===== src/design/bspl_pkg.sv =====
`timescale 1ns / 1ps
// ----------------------------------------------------------------------------
// bspl_pkg
// shared types, codes and helpers for the bsp point-in-leaf lookup block
// ----------------------------------------------------------------------------
package bspl_pkg;

  // default table sizes
  localparam int DEF_NODE_COUNT  = 1024;
  localparam int DEF_PLANE_COUNT = 1024;
  localparam int DEF_LEAF_COUNT  = 1024;

  // item modes (in_tuser)
  localparam logic [1:0] MODE_NODE  = 2'd0;
  localparam logic [1:0] MODE_PLANE = 2'd1;
  localparam logic [1:0] MODE_QUERY = 2'd2;
  localparam logic [1:0] MODE_NOP   = 2'd3;

  // result status (out_tuser)
  localparam logic [1:0] ST_LEAF     = 2'd0;
  localparam logic [1:0] ST_LOAD     = 2'd1;
  localparam logic [1:0] ST_WALK_ERR = 2'd2;

  // walk cap on the step limit
  localparam logic [10:0] WALK_CAP = 11'd1024;

  // reciprocal scale for the constant-divisor reduction
  localparam int RECIP_SHIFT = 20;

  // controller to datapath
  typedef struct packed {
    logic       capture;
    logic       red;
    logic       wr;
    logic       node_rd;
    logic       plane_rd;
    logic       mul;
    logic       add;
    logic       step;
    logic       res_load;
    logic [1:0] res_status;
  } bspl_cmd_t;

  // datapath to controller
  typedef struct packed {
    logic limit_zero;
    logic is_leaf;
    logic limit_hit;
    logic out_free;
  } bspl_stat_t;

  // stored node: references already reduced to table range
  typedef struct packed {
    logic [9:0] plane;
    logic       front_leaf;
    logic [9:0] front;
    logic       back_leaf;
    logic [9:0] back;
  } bspl_node_t;

  typedef struct packed {
    logic [15:0] nx;
    logic [15:0] ny;
    logic [15:0] nz;
    logic [23:0] offs;
  } bspl_plane_t;

  // quotient estimate of v / d, low by at most one
  function automatic logic [9:0] bspl_red_quot(logic [9:0] v, logic [20:0] recip);
    logic [30:0] p;
    p = 31'(v) * 31'(recip);
    return p[29:20];
  endfunction

  // remainder with one correction step
  function automatic logic [9:0] bspl_red_rem(logic [9:0] v, logic [9:0] q,
                                              logic [16:0] d);
    logic [26:0] qd;
    logic [10:0] r;
    qd = 27'(q) * 27'(d);
    r  = 11'(v) - qd[10:0];
    if (17'(r) >= d) begin
      r = r - d[10:0];
    end
    return r[9:0];
  endfunction

endpackage


===== src/design/bspl_ctrl.sv =====
`timescale 1ns / 1ps
// ----------------------------------------------------------------------------
// bspl_ctrl
// sequencer for loads and tree walks
// ----------------------------------------------------------------------------
module bspl_ctrl (
  input  logic                   clk,
  input  logic                   rst_n,
  input  logic                   in_tvalid,
  output logic                   in_tready,
  input  logic [1:0]             in_mode,
  input  bspl_pkg::bspl_stat_t   stat,
  output bspl_pkg::bspl_cmd_t    cmd
);
  import bspl_pkg::*;

  localparam logic [3:0] S_IDLE  = 4'd0;
  localparam logic [3:0] S_RED   = 4'd1;
  localparam logic [3:0] S_WR    = 4'd2;
  localparam logic [3:0] S_NODE  = 4'd3;
  localparam logic [3:0] S_PLANE = 4'd4;
  localparam logic [3:0] S_MUL   = 4'd5;
  localparam logic [3:0] S_ADD   = 4'd6;
  localparam logic [3:0] S_DEC   = 4'd7;
  localparam logic [3:0] S_DONE  = 4'd8;

  logic [3:0] state_r, state_nxt;
  logic [1:0] res_r, res_nxt;

  always_ff @(posedge clk) begin
    if (!rst_n) begin
      state_r <= S_IDLE;
      res_r   <= ST_LOAD;
    end else begin
      state_r <= state_nxt;
      res_r   <= res_nxt;
    end
  end

  always_comb begin
    state_nxt      = state_r;
    res_nxt        = res_r;
    cmd            = '0;
    cmd.res_status = res_r;
    in_tready      = 1'b0;
    unique case (state_r)
      S_IDLE: begin
        in_tready = 1'b1;
        if (in_tvalid) begin
          cmd.capture = 1'b1;
          case (in_mode) inside
            MODE_NODE, MODE_PLANE: begin
              res_nxt   = ST_LOAD;
              state_nxt = S_RED;
            end
            MODE_QUERY: begin
              if (stat.limit_zero) begin
                res_nxt   = ST_WALK_ERR;
                state_nxt = S_DONE;
              end else begin
                state_nxt = S_NODE;
              end
            end
            default: begin
              res_nxt   = ST_LOAD;
              state_nxt = S_DONE;
            end
          endcase
        end
      end
      S_RED: begin
        cmd.red   = 1'b1;
        state_nxt = S_WR;
      end
      S_WR: begin
        cmd.wr    = 1'b1;
        state_nxt = S_DONE;
      end
      S_NODE: begin
        cmd.node_rd = 1'b1;
        state_nxt   = S_PLANE;
      end
      S_PLANE: begin
        cmd.plane_rd = 1'b1;
        state_nxt    = S_MUL;
      end
      S_MUL: begin
        cmd.mul   = 1'b1;
        state_nxt = S_ADD;
      end
      S_ADD: begin
        cmd.add   = 1'b1;
        state_nxt = S_DEC;
      end
      S_DEC: begin
        cmd.step = 1'b1;
        if (stat.is_leaf) begin
          res_nxt   = ST_LEAF;
          state_nxt = S_DONE;
        end else if (stat.limit_hit) begin
          res_nxt   = ST_WALK_ERR;
          state_nxt = S_DONE;
        end else begin
          state_nxt = S_NODE;
        end
      end
      S_DONE: begin
        if (stat.out_free) begin
          cmd.res_load = 1'b1;
          state_nxt    = S_IDLE;
        end
      end
      default: begin
        state_nxt = S_IDLE;
      end
    endcase
  end

endmodule


===== config.mk =====
export PLATFORM = sky130hd
export DESIGN_NAME = bspl_ctrl
export DESIGN_NICKNAME = d
export VERILOG_FILES = /design/src/design/bspl_pkg.sv /design/src/design/bspl_ctrl.sv
export SDC_FILE = /design/constraint.sdc
export NUM_CORES = 1
export LEC_CHECK = 0
export ABC_AREA = 1
export BUFFER_PORTS_ARGS = -buffer_cell sky130_fd_sc_hd__buf_2
export CAP_MARGIN = 20
export CORE_AREA = 3 3 40 42
export DETAILED_ROUTE_END_ITERATION = 8
export DIE_AREA = 0 0 43 45
export HOLD_SLACK_MARGIN = 0.06
export PLACE_DENSITY = 0.66
export SYNTH_ARGS = -nofsm -noshare
export SYNTH_HDL_FRONTEND = slang
export SYNTH_SLANG_ARGS = --single-unit

===== constraint.sdc =====
create_clock -name clk -period 1.9 [get_ports clk]
set_input_delay 0.095 -clock clk [delete_from_list [all_inputs] [get_ports clk]]
set_output_delay 0.095 -clock clk [all_outputs]
set_load 0.05 [all_outputs]

# --- Word level (Yosys, flattened, before mapping) ---
# Cells that the tools add are included.
totals:
  regBits: 6
  in_bits: 9
  output_inout_bits: 12
classes:
  eq_ne: 14
  reduce_logical: 6
  mux: 27
op_table:
  columns: ["op", "n"]
  rows:
  - ["4-bit case mux with 9 select lines", 1]
  - ["4-bit two-way mux", 7]
  - ["4-bit by 3-bit equality test with 1-bit output (second input constant)", 4]
  - ["1-bit two-way mux", 12]
  - ["2-bit two-way mux", 6]
  - ["4-bit by 2-bit equality test with 1-bit output (second input constant)", 2]
  - ["4-bit by 1-bit equality test with 1-bit output (second input constant)", 1]
  - ["4-bit equality test (second input constant)", 1]
  - ["4-bit logical NOT", 1]
  - ["2-bit != test (second input constant)", 2]
  - ["4-bit by 3-bit != test with 1-bit output (second input constant)", 1]
  - ["2-bit case mux with 2 select lines", 1]
  - ["4-bit AND reduction", 1]
  - ["3-bit != test (second input constant)", 1]
  - ["2-bit by 1-bit equality test with 1-bit output (second input constant)", 1]
  - ["2-bit equality test (second input constant)", 1]
  - ["2-bit logical NOT", 1]
  - ["2-bit AND reduction", 1]
  - ["2-bit nonzero test", 1]
  - ["2-bit OR reduction", 1]

# --- Logic depth before layout (Yosys ltp) ---
# Gate-level depths: netlist (run 1).
depth:
  depth_word: 5
  depth_mapped: 9
  depth_no_buf: 9

# --- Least setup slack after synthesis (run 1) ---
# No wires, ideal clock.
synth_timing:
  path_kind: "register to output"
  startpoint: "register state_r[3]"
  endpoint: "output cmd[2] (netlist bit)"
  required_ns: 1.805
  stages_incl_launch_ff: 3
  arrival_time_ns: 2.031
  n_path_buf: 0
  setup_slack_ns: -0.226
  path_cell_list: "dfxtp_1 > inv_1 > nor4_1"
synth_lines:
  columns: ["item", "line_no", "text"]
  rows:
  - ["start, declared", "bspl_ctrl.sv:27", "logic [3:0] state_r, state_nxt;"]
  - ["start signal, assigned", "bspl_ctrl.sv:35", "state_r <= state_nxt;"]
  - ["end, declared", "bspl_ctrl.sv:13", "output bspl_pkg::bspl_cmd_t cmd"]

==> impl_metrics.toml, run 1 <==
[yosys]
synth_top_area_share_pct = 25.9
yosysSeqAreaShare_pct = 25.9
synthTopCellsByArea = "dfxtp_1 (26%), inv_1 (15%), nand2_1 (14%)"
yosys-top-cells-count = "inv_1 (18), nand2_1 (17), nor2_1 (14)"
netlist_area_um2 = 463
async_flop_share_pct = 0
synth_cells = 80
synth_edf_count = 0
ys.flop_type = "dfxtp_1"
synth_area_leader_cell = "dfxtp_1"
synth_warnings = 0
yosysUniqueCellTypes = 17
ys_ff_latch = 6
synth_most_common_cell = "inv_1"
syn-num-nets = 89
syn_avg_cell_area_um2 = 5.79

[floorplan]
die_y_um = 45
die-area_um2 = 1940
num_rows = 13
die_width_um = 43
core_um2 = 1280
start_util_pct = 36.0
io_pins = 21

[critical_path]
r2r_setup_slack_ns = 0.64
max_stage_delay_ns = 0.42
path_cells = "inv_1, nor2_1, nand2_1, nor2_1, buf_2"
rr_startpoint = "state_r[2]$_SDFFE_PN0P_"
cp-end-kind = "primary output"
cp-start-kind = "flip-flop"
setup.worst_path.class = "flip-flop to primary output"
r2r_cells = 7
cp_slowest_cell = "dfxtp_1"
timing.rr.end = "res_r[0]$_SDFFE_PN1P_"
required_ns = 1.80
crit_arrival_ns = 1.39
critPathMaxFanout = 5
path_common_cell = "nor2_1"

[timing]
slew_violations = 0
worst_slew_pin_slew_ns = 0.263
rsz0062_at_grt = "no"
fmax_mhz = 672
min_period_ns = 1.49
fin_worst_skew_ns = 0.00869
finalCritPeriodShare_pct = 78.3
whs_ns = 0.0881
setup_viol = 0
maxSlewHeadroom_pct = 82.5
final_hold_viol_count = 0
setup_ws_ns = 0.413
tns_ns = 0

[clocking]
cts.sinks = 6
cts_tree = "yes"
clk_path_buf_depth = 2
htree_levels = 1
hold_buffers = 0
path_clk_slew_ns = 0.05
numCtsBuffers = 3
worstSkewPairLatency_ns = 0.25
cts.repair.resized = 0
cts_root_buf = "clkbuf_4"
post_cts.repair.setup_buffers = 0

[route]
antenna_left = 0
wl_mm = 1.12
via_per_inst = 4.52
avgRoutedWirePerCell_um = 9.52
drc = 0
dr.pass1.iters = 4
drtIter0Drc = 13
vias = 533

[power]
combinationalPowerShare_pct = 51.6
total_power_uw = 588
leakage_uw = 0.000364
irDropWorstVdd_uv = 548
p_int_uw = 301
power.density_nw_per_um2 = 964
p_switching_uw = 287
seq_power_share_pct = 28.2
swShare_pct = 48.8
p_clk_share_pct = 20.2

[global_route]
grt_use_total_pct = 13.3
grt_max_degree = 8
grt_pass1_wl_mm = 1.86
antenna_found_initial = 0
grt_overflow = 0
grt_pass1_vias = 455

[placement]
placed_cell_area_um2 = 588
post-place-ws_ns = 0.642
io_buffers = 20
place_hpwl_um = 963
place_congestion = 0.833

[finish]
diodes = 0
fin_area_um2 = 611
final_nets = 114
areaGrowthSynthToFinish_pct = 31.9
drive_above_1_share_pct = 33.0

[flow_run]
maxCapViolCount = 0

[worst_hold_path]
whs_endpoint = "res_r[0]$_SDFFE_PN1P_"
min_path_cells = 2
hold_path.class = "input port to flip-flop"
hp-start = "rst_n"

[run_status]
status = "finished clean"
## metal layers
metal,GRT usage (%),up-vias,wire length [µm]
met5,0,-,0
met4,7.83,0,29
met3,6.77,5,100
met2,19.8,17,472
met1,15.3,220,521
li1,-,291,-
## cell families after synthesis
group | Yosys count | share of synthesized area, %
AO/OA/AOI/OAI | 6 | 8.92
buffers and inverters | 18 | 14.6
flip-flops | 6 | 25.9
AND/OR/NAND/NOR | 50 | 50.5
## sequential cells by signal, indices dropped and copies added, names as in the netlist
register / flops
state_r: 4
res_r: 2
## layout by cell type, fill, tap and decap left out, drive strengths merged
cell type / netlist / layout
nand3: 6 / 6
nor3: 3 / 3
clkbuf: 0 / 3
nor4: 1 / 1
nand2: 21 / 21
dfxtp: 6 / 6
o211ai: 1 / 1
a21oi: 1 / 1
nand4: 1 / 1
o21ai: 2 / 2
buf: 0 / 20
o21a: 2 / 2
nor2: 18 / 18
inv: 18 / 18
## through the flow
stage	std cells	util, %
floorplan	80	-
global placement	115	45.8
detailed placement	115	45.8
CTS	118	47.5
global route	118	47.5
finish	118	47.5
## layout make-up
class,instances,area [µm²]
Clock buffer,3,22.5
Multi-Input combinational cell,56,282
Timing Repair Buffer,20,100
Inverter,18,67.6
Fill cell,141,674
Sequential cell,6,120
Tap cell,15,18.8
## worst max path at each step
stage / start / to / slack (ns) / cells past startpoint
final: state_r[2]$_SDFFE_PN0P_ / cmd[4] / 0.41 / 5
after global routing: state_r[2]$_SDFFE_PN0P_ / cmd[4] / 0.25 / 5
after CTS: state_r[2]$_SDFFE_PN0P_ / cmd[4] / 0.39 / 5
after detailed placement: state_r[2]$_SDFFE_PN0P_ / res_r[0]$_SDFFE_PN1P_ / 0.64 / 7
after global placement: state_r[2]$_SDFFE_PN0P_ / res_r[0]$_SDFFE_PN1P_ / 0.66 / 7
after floorplan: state_r[2]$_SDFFE_PN0P_ / state_r[1]$_SDFFE_PN0P_ / 0.29 / 5
## worst max-delay path, delay by kind of cell (launching register included)
| family | cells | cell delay, ns |
|---|---|---|
| DFF | 1 | 0.42 |
| buffers and inverters | 2 | 0.39 |
| and+or+nand+nor | 3 | 0.34 |
## power groups by stage
stage / clock, µW / combinational (µW) / sequential (µW)
finish: 119 / 304 / 166
global route: 133 / 334 / 169
CTS: 124 / 306 / 165
detailed placement: 0 / 305 / 167
global placement: 0 / 304 / 167
floorplan: 0 / 207 / 202
(Power assumes the default switching activity.)
==> inputs of run 2 (changes only) <==
--- a/config.mk
+++ b/config.mk
@@ -12,7 +12,7 @@
 export DETAILED_ROUTE_END_ITERATION = 8
 export DIE_AREA = 0 0 43 45
 export HOLD_SLACK_MARGIN = 0.06
-export PLACE_DENSITY = 0.66
+export PLACE_DENSITY = 0.69
 export SYNTH_ARGS = -nofsm -noshare
 export SYNTH_HDL_FRONTEND = slang
 export SYNTH_SLANG_ARGS = --single-unit
==> constraint.sdc (replaced) <==
create_clock -name clk -period 1.35 [get_ports clk]
set_input_delay 0.0675 -clock clk [delete_from_list [all_inputs] [get_ports clk]]
set_output_delay 0.0675 -clock clk [all_outputs]
set_load 0.05 [all_outputs]
==> run 2 against run 1 <==
Die area is the same; core utilization grew 5.9 points; sequential power grew 45%; non-clock buffer count grew 1; critical path depth is the same; combinational power grew 53%; cell count grew 0.85%; sequential cell count is the same; global-route usage shrank 0.84 points; clock power grew 36%; wire length grew 9.8%; highest routed layer is now met3.
==> impl_metrics.toml, run 2 (synthesized netlist as in run 1, its figures left out) <==
[timing]
worst_slew_pin_slew_ns = 0.258
slew_violations = 0
final_hold_viol_count = 0
finalCritPeriodShare_pct = 95.7
rsz0062_at_grt = "yes"
fmax_mhz = 774
fin_worst_skew_ns = 0.000471
maxSlewHeadroom_pct = 82.9
whs_ns = 0.240
min_period_ns = 1.29
setup_viol = 0
setup_ws_ns = 0.0577
tns_ns = 0

[finish]
final_common_cell = "inv_1"
areaGrowthSynthToFinish_pct = 48.4
reg_top3 = "state_r x4, res_r x2"
layout_common_cells = "inv_1 (18), nand2_1 (16), buf_2 (14)"
diodes = 0
top_register = "state_r"
drive_above_1_share_pct = 40.4
largest_reg_flops = 4
fin_area_um2 = 687
final_core_util_pct = 53.5
final_nets = 115

[power]
seq_power_share_pct = 27.7
p_switching_uw = 419
p_clk_share_pct = 18.7
leakage_uw = 0.000378
power.density_nw_per_um2 = 1260
swShare_pct = 48.3
combinationalPowerShare_pct = 53.6
irDropWorstVdd_uv = 748
p_int_uw = 448

[global_route]
grt_pass1_vias = 456
grt_overflow = 0
busiest_layer = "met2"
grt_use_total_pct = 12.4
grt_util_met3_pct = 2.79
met1_usage_pct = 15.5
grt_pass1_wl_mm = 1.81
antenna_found_initial = 0
use_met2_pct = 19.8
grt_max_degree = 8

[critical_path]
setup.worst_path.class = "flip-flop to primary output"
critPathMaxFanout = 5
timing.rr.end = "state_r[1]$_SDFFE_PN0P_"
r2r_cells = 7
r2r_setup_slack_ns = 0.11
rr_startpoint = "state_r[1]$_SDFFE_PN0P_"
crit_arrival_ns = 1.22
cp-start-kind = "flip-flop"
required_ns = 1.28
cp-end-kind = "primary output"

[run_status]
status = "finished clean"

[worst_hold_path]
min_path_cells = 6
hold_path.class = "input port to flip-flop"
whs_endpoint = "res_r[1]$_SDFFE_PN0P_"
hp-start = "stat[2]"

[placement]
placed_cell_area_um2 = 606
io_buffers = 20
place_congestion = 0.748
post-place-ws_ns = 0.0660
place_hpwl_um = 994

[route]
via_per_inst = 4.58
drtIter0Drc = 6
avgRoutedWirePerCell_um = 10.4
wl_mm = 1.23
antenna_left = 0
drc = 0
vias = 545
dr.pass1.iters = 3

[floorplan]
die_y_um = 45
start_util_pct = 36.0
die_width_um = 43
io_pins = 21
core_um2 = 1280
die-area_um2 = 1940
num_rows = 13

[clocking]
cts_root_buf = "clkbuf_4"
cts_tree = "yes"
htree_levels = 1
numCtsBuffers = 3
worstSkewPairLatency_ns = 0.24
cts.sinks = 6
path_clk_slew_ns = 0.04
clk_path_buf_depth = 2

[flow_run]
maxCapViolCount = 0
run 2: cell count changes in the layout (fill, tap and decap cells not counted), sizes merged:
cell	before	now
dlygate4sd3	0	1
run 2: final cells by class:
cell class	instances	area, µm²
Clock buffer	3	22.5
Fill cell	138	598
Inverter	18	67.6
Multi-Input combinational cell	56	312
Sequential cell	6	130
Tap cell	15	18.8
Timing Repair Buffer	21	136
run 2: worst max-delay path by stage:
stage / end / cells past startpoint / slack (ns) / from
after global routing: cmd[4] / 5 / -0.01 / state_r[2]$_SDFFE_PN0P_
final: cmd[4] / 5 / 0.06 / state_r[2]$_SDFFE_PN0P_
after CTS: cmd[2] / 4 / -0.003 / state_r[1]$_SDFFE_PN0P_
after global placement: state_r[1]$_SDFFE_PN0P_ / 7 / 0.09 / state_r[1]$_SDFFE_PN0P_
after floorplan: cmd[2] / 2 / -0.19 / state_r[3]$_SDFFE_PN0P_
after detailed placement: res_r[0]$_SDFFE_PN1P_ / 7 / 0.07 / state_r[1]$_SDFFE_PN0P_
run 2: stage by stage:
stage,instances,power (µW)
6_report,119,866
5_1_grt,119,920
4_1_cts,119,859
3_5_place_dp,115,673
3_3_place_gp,115,670
2_1_floorplan,80,582
run 2: critical path: stages (launching register included):
cell and delay, ns:
dfxtp_4 0.37, inv_1 0.07, nor2_1 0.13, nand2_1 0.13, nor2_4 0.12, buf_6 0.16
run 2: timing repair:
action	in CTS	in global routing
cloned	0	0
hold buffers	1	0
resized for setup	7	13
setup endpoints to repair	7	12
buffers inserted	0	0
hold endpoints to repair	1	0
run 2: metal layers:
layer  share of wire (%)  vias to the layer above
met1                  46                      243
met3                 3.6                        0
met4                   0                        0
met2                  50                        9
li1                    -                      293
met5                   0                        -
run 2: power groups by stage:
| stage | Clock (µW) | Sequential [µW] | Combinational [µW] |
|---|---|---|---|
| floorplan | 0 | 285 | 297 |
| global placement | 0 | 234 | 435 |
| detailed placement | 0 | 235 | 439 |
| CTS | 171 | 235 | 453 |
| global route | 177 | 244 | 499 |
| finish | 162 | 240 | 465 |
==> inputs of run 3 (changes only) <==
--- a/config.mk
+++ b/config.mk
@@ -12,7 +12,9 @@
 export DETAILED_ROUTE_END_ITERATION = 8
 export DIE_AREA = 0 0 43 45
 export HOLD_SLACK_MARGIN = 0.06
-export PLACE_DENSITY = 0.69
+export PLACE_DENSITY = 0.66
+export RECOVER_POWER = 25
+export REMOVE_ABC_BUFFERS = 1
 export SYNTH_ARGS = -nofsm -noshare
 export SYNTH_HDL_FRONTEND = slang
 export SYNTH_SLANG_ARGS = --single-unit
==> constraint.sdc (replaced) <==
create_clock -name clk -period 1.4 [get_ports clk]
set_input_delay 0.07 -clock clk [delete_from_list [all_inputs] [get_ports clk]]
set_output_delay 0.07 -clock clk [all_outputs]
set_load 0.05 [all_outputs]
==> run 3 against run 2 <==
Cell count decreased by 0.84%; sequential power decreased by 3%; core utilization decreased by 3.7 points; non-clock buffer count decreased by 1; count of clock-buffer cells in the layout unchanged; clock power about the same; register-to-register slack improved by 0.08 ns; setup slack improved by 0.029 ns; critical path type unchanged; critical endpoint is now cmd[7].
==> impl_metrics.toml, run 3 (synthesized netlist as in run 1, its figures left out) <==
[finish]
largest_reg_flops = 4
layout_common_cells = "inv_1 (18), nand2_1 (17), nor2_1 (13), buf_2 (13), nand3_1 (6)"
diodes = 0
instances_no_fill = 118
final_common_cell = "inv_1"
drive_above_1_share_pct = 35.0
fin_area_um2 = 639
final_nets = 114
reg_top3 = "state_r x4, res_r x2"
areaGrowthSynthToFinish_pct = 38.1
top_register = "state_r"

[clocking]
worstSkewPairLatency_ns = 0.24
numCtsBuffers = 3
hold_buffers = 0
cts.sinks = 6
clk_path_buf_depth = 2
cts_root_buf = "clkbuf_4"
path_clk_slew_ns = 0.04
cts_tree = "yes"
htree_levels = 1

[floorplan]
core_um2 = 1280
die_width_um = 43
num_rows = 13
io_pins = 21
die-area_um2 = 1940
start_util_pct = 36.0
die_y_um = 45

[power]
power.density_nw_per_um2 = 1270
p_switching_uw = 394
p_clk_share_pct = 19.7
seq_power_share_pct = 28.8
swShare_pct = 48.7
irDropWorstVdd_uv = 956
leakage_uw = 0.000363
p_int_uw = 415
combinationalPowerShare_pct = 51.5

[timing]
maxSlewHeadroom_pct = 60.2
min_period_ns = 1.31
fmax_mhz = 762
finalCritPeriodShare_pct = 93.8
fin_worst_skew_ns = 0.00130
worst_slew_pin_slew_ns = 0.600
slew_violations = 0
setup_viol = 0
setup_ws_ns = 0.0870
final_hold_viol_count = 0
tns_ns = 0

[route]
drtIter0Drc = 7
avgRoutedWirePerCell_um = 9.94
vias = 546
dr.pass1.iters = 4
via_per_inst = 4.63
wl_mm = 1.17
drc = 0
antenna_left = 0

[global_route]
antenna_found_initial = 0
grt_pass1_vias = 478
grt_max_degree = 8
grt_pass1_wl_mm = 1.85
grt_overflow = 0
grt_use_total_pct = 12.9

[critical_path]
rr_startpoint = "state_r[1]$_SDFFE_PN0P_"
crit_arrival_ns = 1.24
setup.worst_path.class = "flip-flop to primary output"
r2r_setup_slack_ns = 0.19
cp-end-kind = "primary output"
critPathLaunch = "state_r[3]$_SDFFE_PN0P_"
required_ns = 1.33
cp-start-kind = "flip-flop"
critPathMaxFanout = 7

[placement]
place_hpwl_um = 983
io_buffers = 20
placed_cell_area_um2 = 582
place_inst = 115
place_congestion = 0.746
post-place-ws_ns = 0.166

[worst_hold_path]
hp-start = "rst_n"
hold_path.class = "input port to flip-flop"

[run_status]
status = "finished clean"

[flow_run]
maxCapViolCount = 0
==> run 3: final timing paths <==
| check | to | cells after the start |
|---|---|---|
| hold reg to reg | res_r[0]$_SDFFE_PN1P_ | 2 |
| hold / removal | res_r[0]$_SDFFE_PN1P_ | 2 |
| setup reg to reg | state_r[1]$_SDFFE_PN0P_ | 7 |
| setup / recovery | cmd[7] | 4 |
==> run 3: power by group through the flow <==
stage               clock network (µW)  logic, µW  registers, µW
floorplan                            0        277            274
global placement                     0        407            226
detailed placement                   0        410            227
CTS                                167        413            224
global route                       177        452            236
finish                             159        417            233
==> run 3: routing by layer <==
| layer | up-vias | GRT usage, % | wire length [µm] | part of all wire [%] |
|---|---|---|---|---|
| met5 | - | 0 | 0 | 0 |
| met1 | 238 | 15.7 | 536 | 46 |
| met4 | 0 | 7.23 | 11 | 0.94 |
| met2 | 16 | 20.7 | 545 | 46 |
| li1 | 290 | - | - | - |
| met3 | 2 | 3.59 | 79 | 6.7 |
==> run 3: critical path, stage by stage, from the launching register on <==
cell and delay (ns):
dfxtp_2 0.36, nor2_4 0.17, inv_1 0.05, nor2_1 0.13, buf_2 0.29
==> run 3: final cells by class <==
class	instances	area [µm²]
tap	15	18.8
timing repair buffer	20	118
inverter	18	67.6
clock buffer	3	22.5
multi-input combinational	56	288
fill	133	646
sequential	6	125
==> run 3: timing repair <==
item | in CTS | in global routing
gates resized for setup | 2 | 13
setup buffers | 0 | 0
pin swaps | 0 | 0
endpoints found under the setup margin | 2 | 10
==> run 3: per-stage QoR <==
step	total power (µW)	hold WS, ns	util (%)
2_1_floorplan	552	0.155	-
3_3_place_gp	633	0.316	45.3
3_5_place_dp	637	0.317	45.3
4_1_cts	804	0.0604	47.4
5_1_grt	865	0.0648	49.8
6_report	809	0.0679	49.8
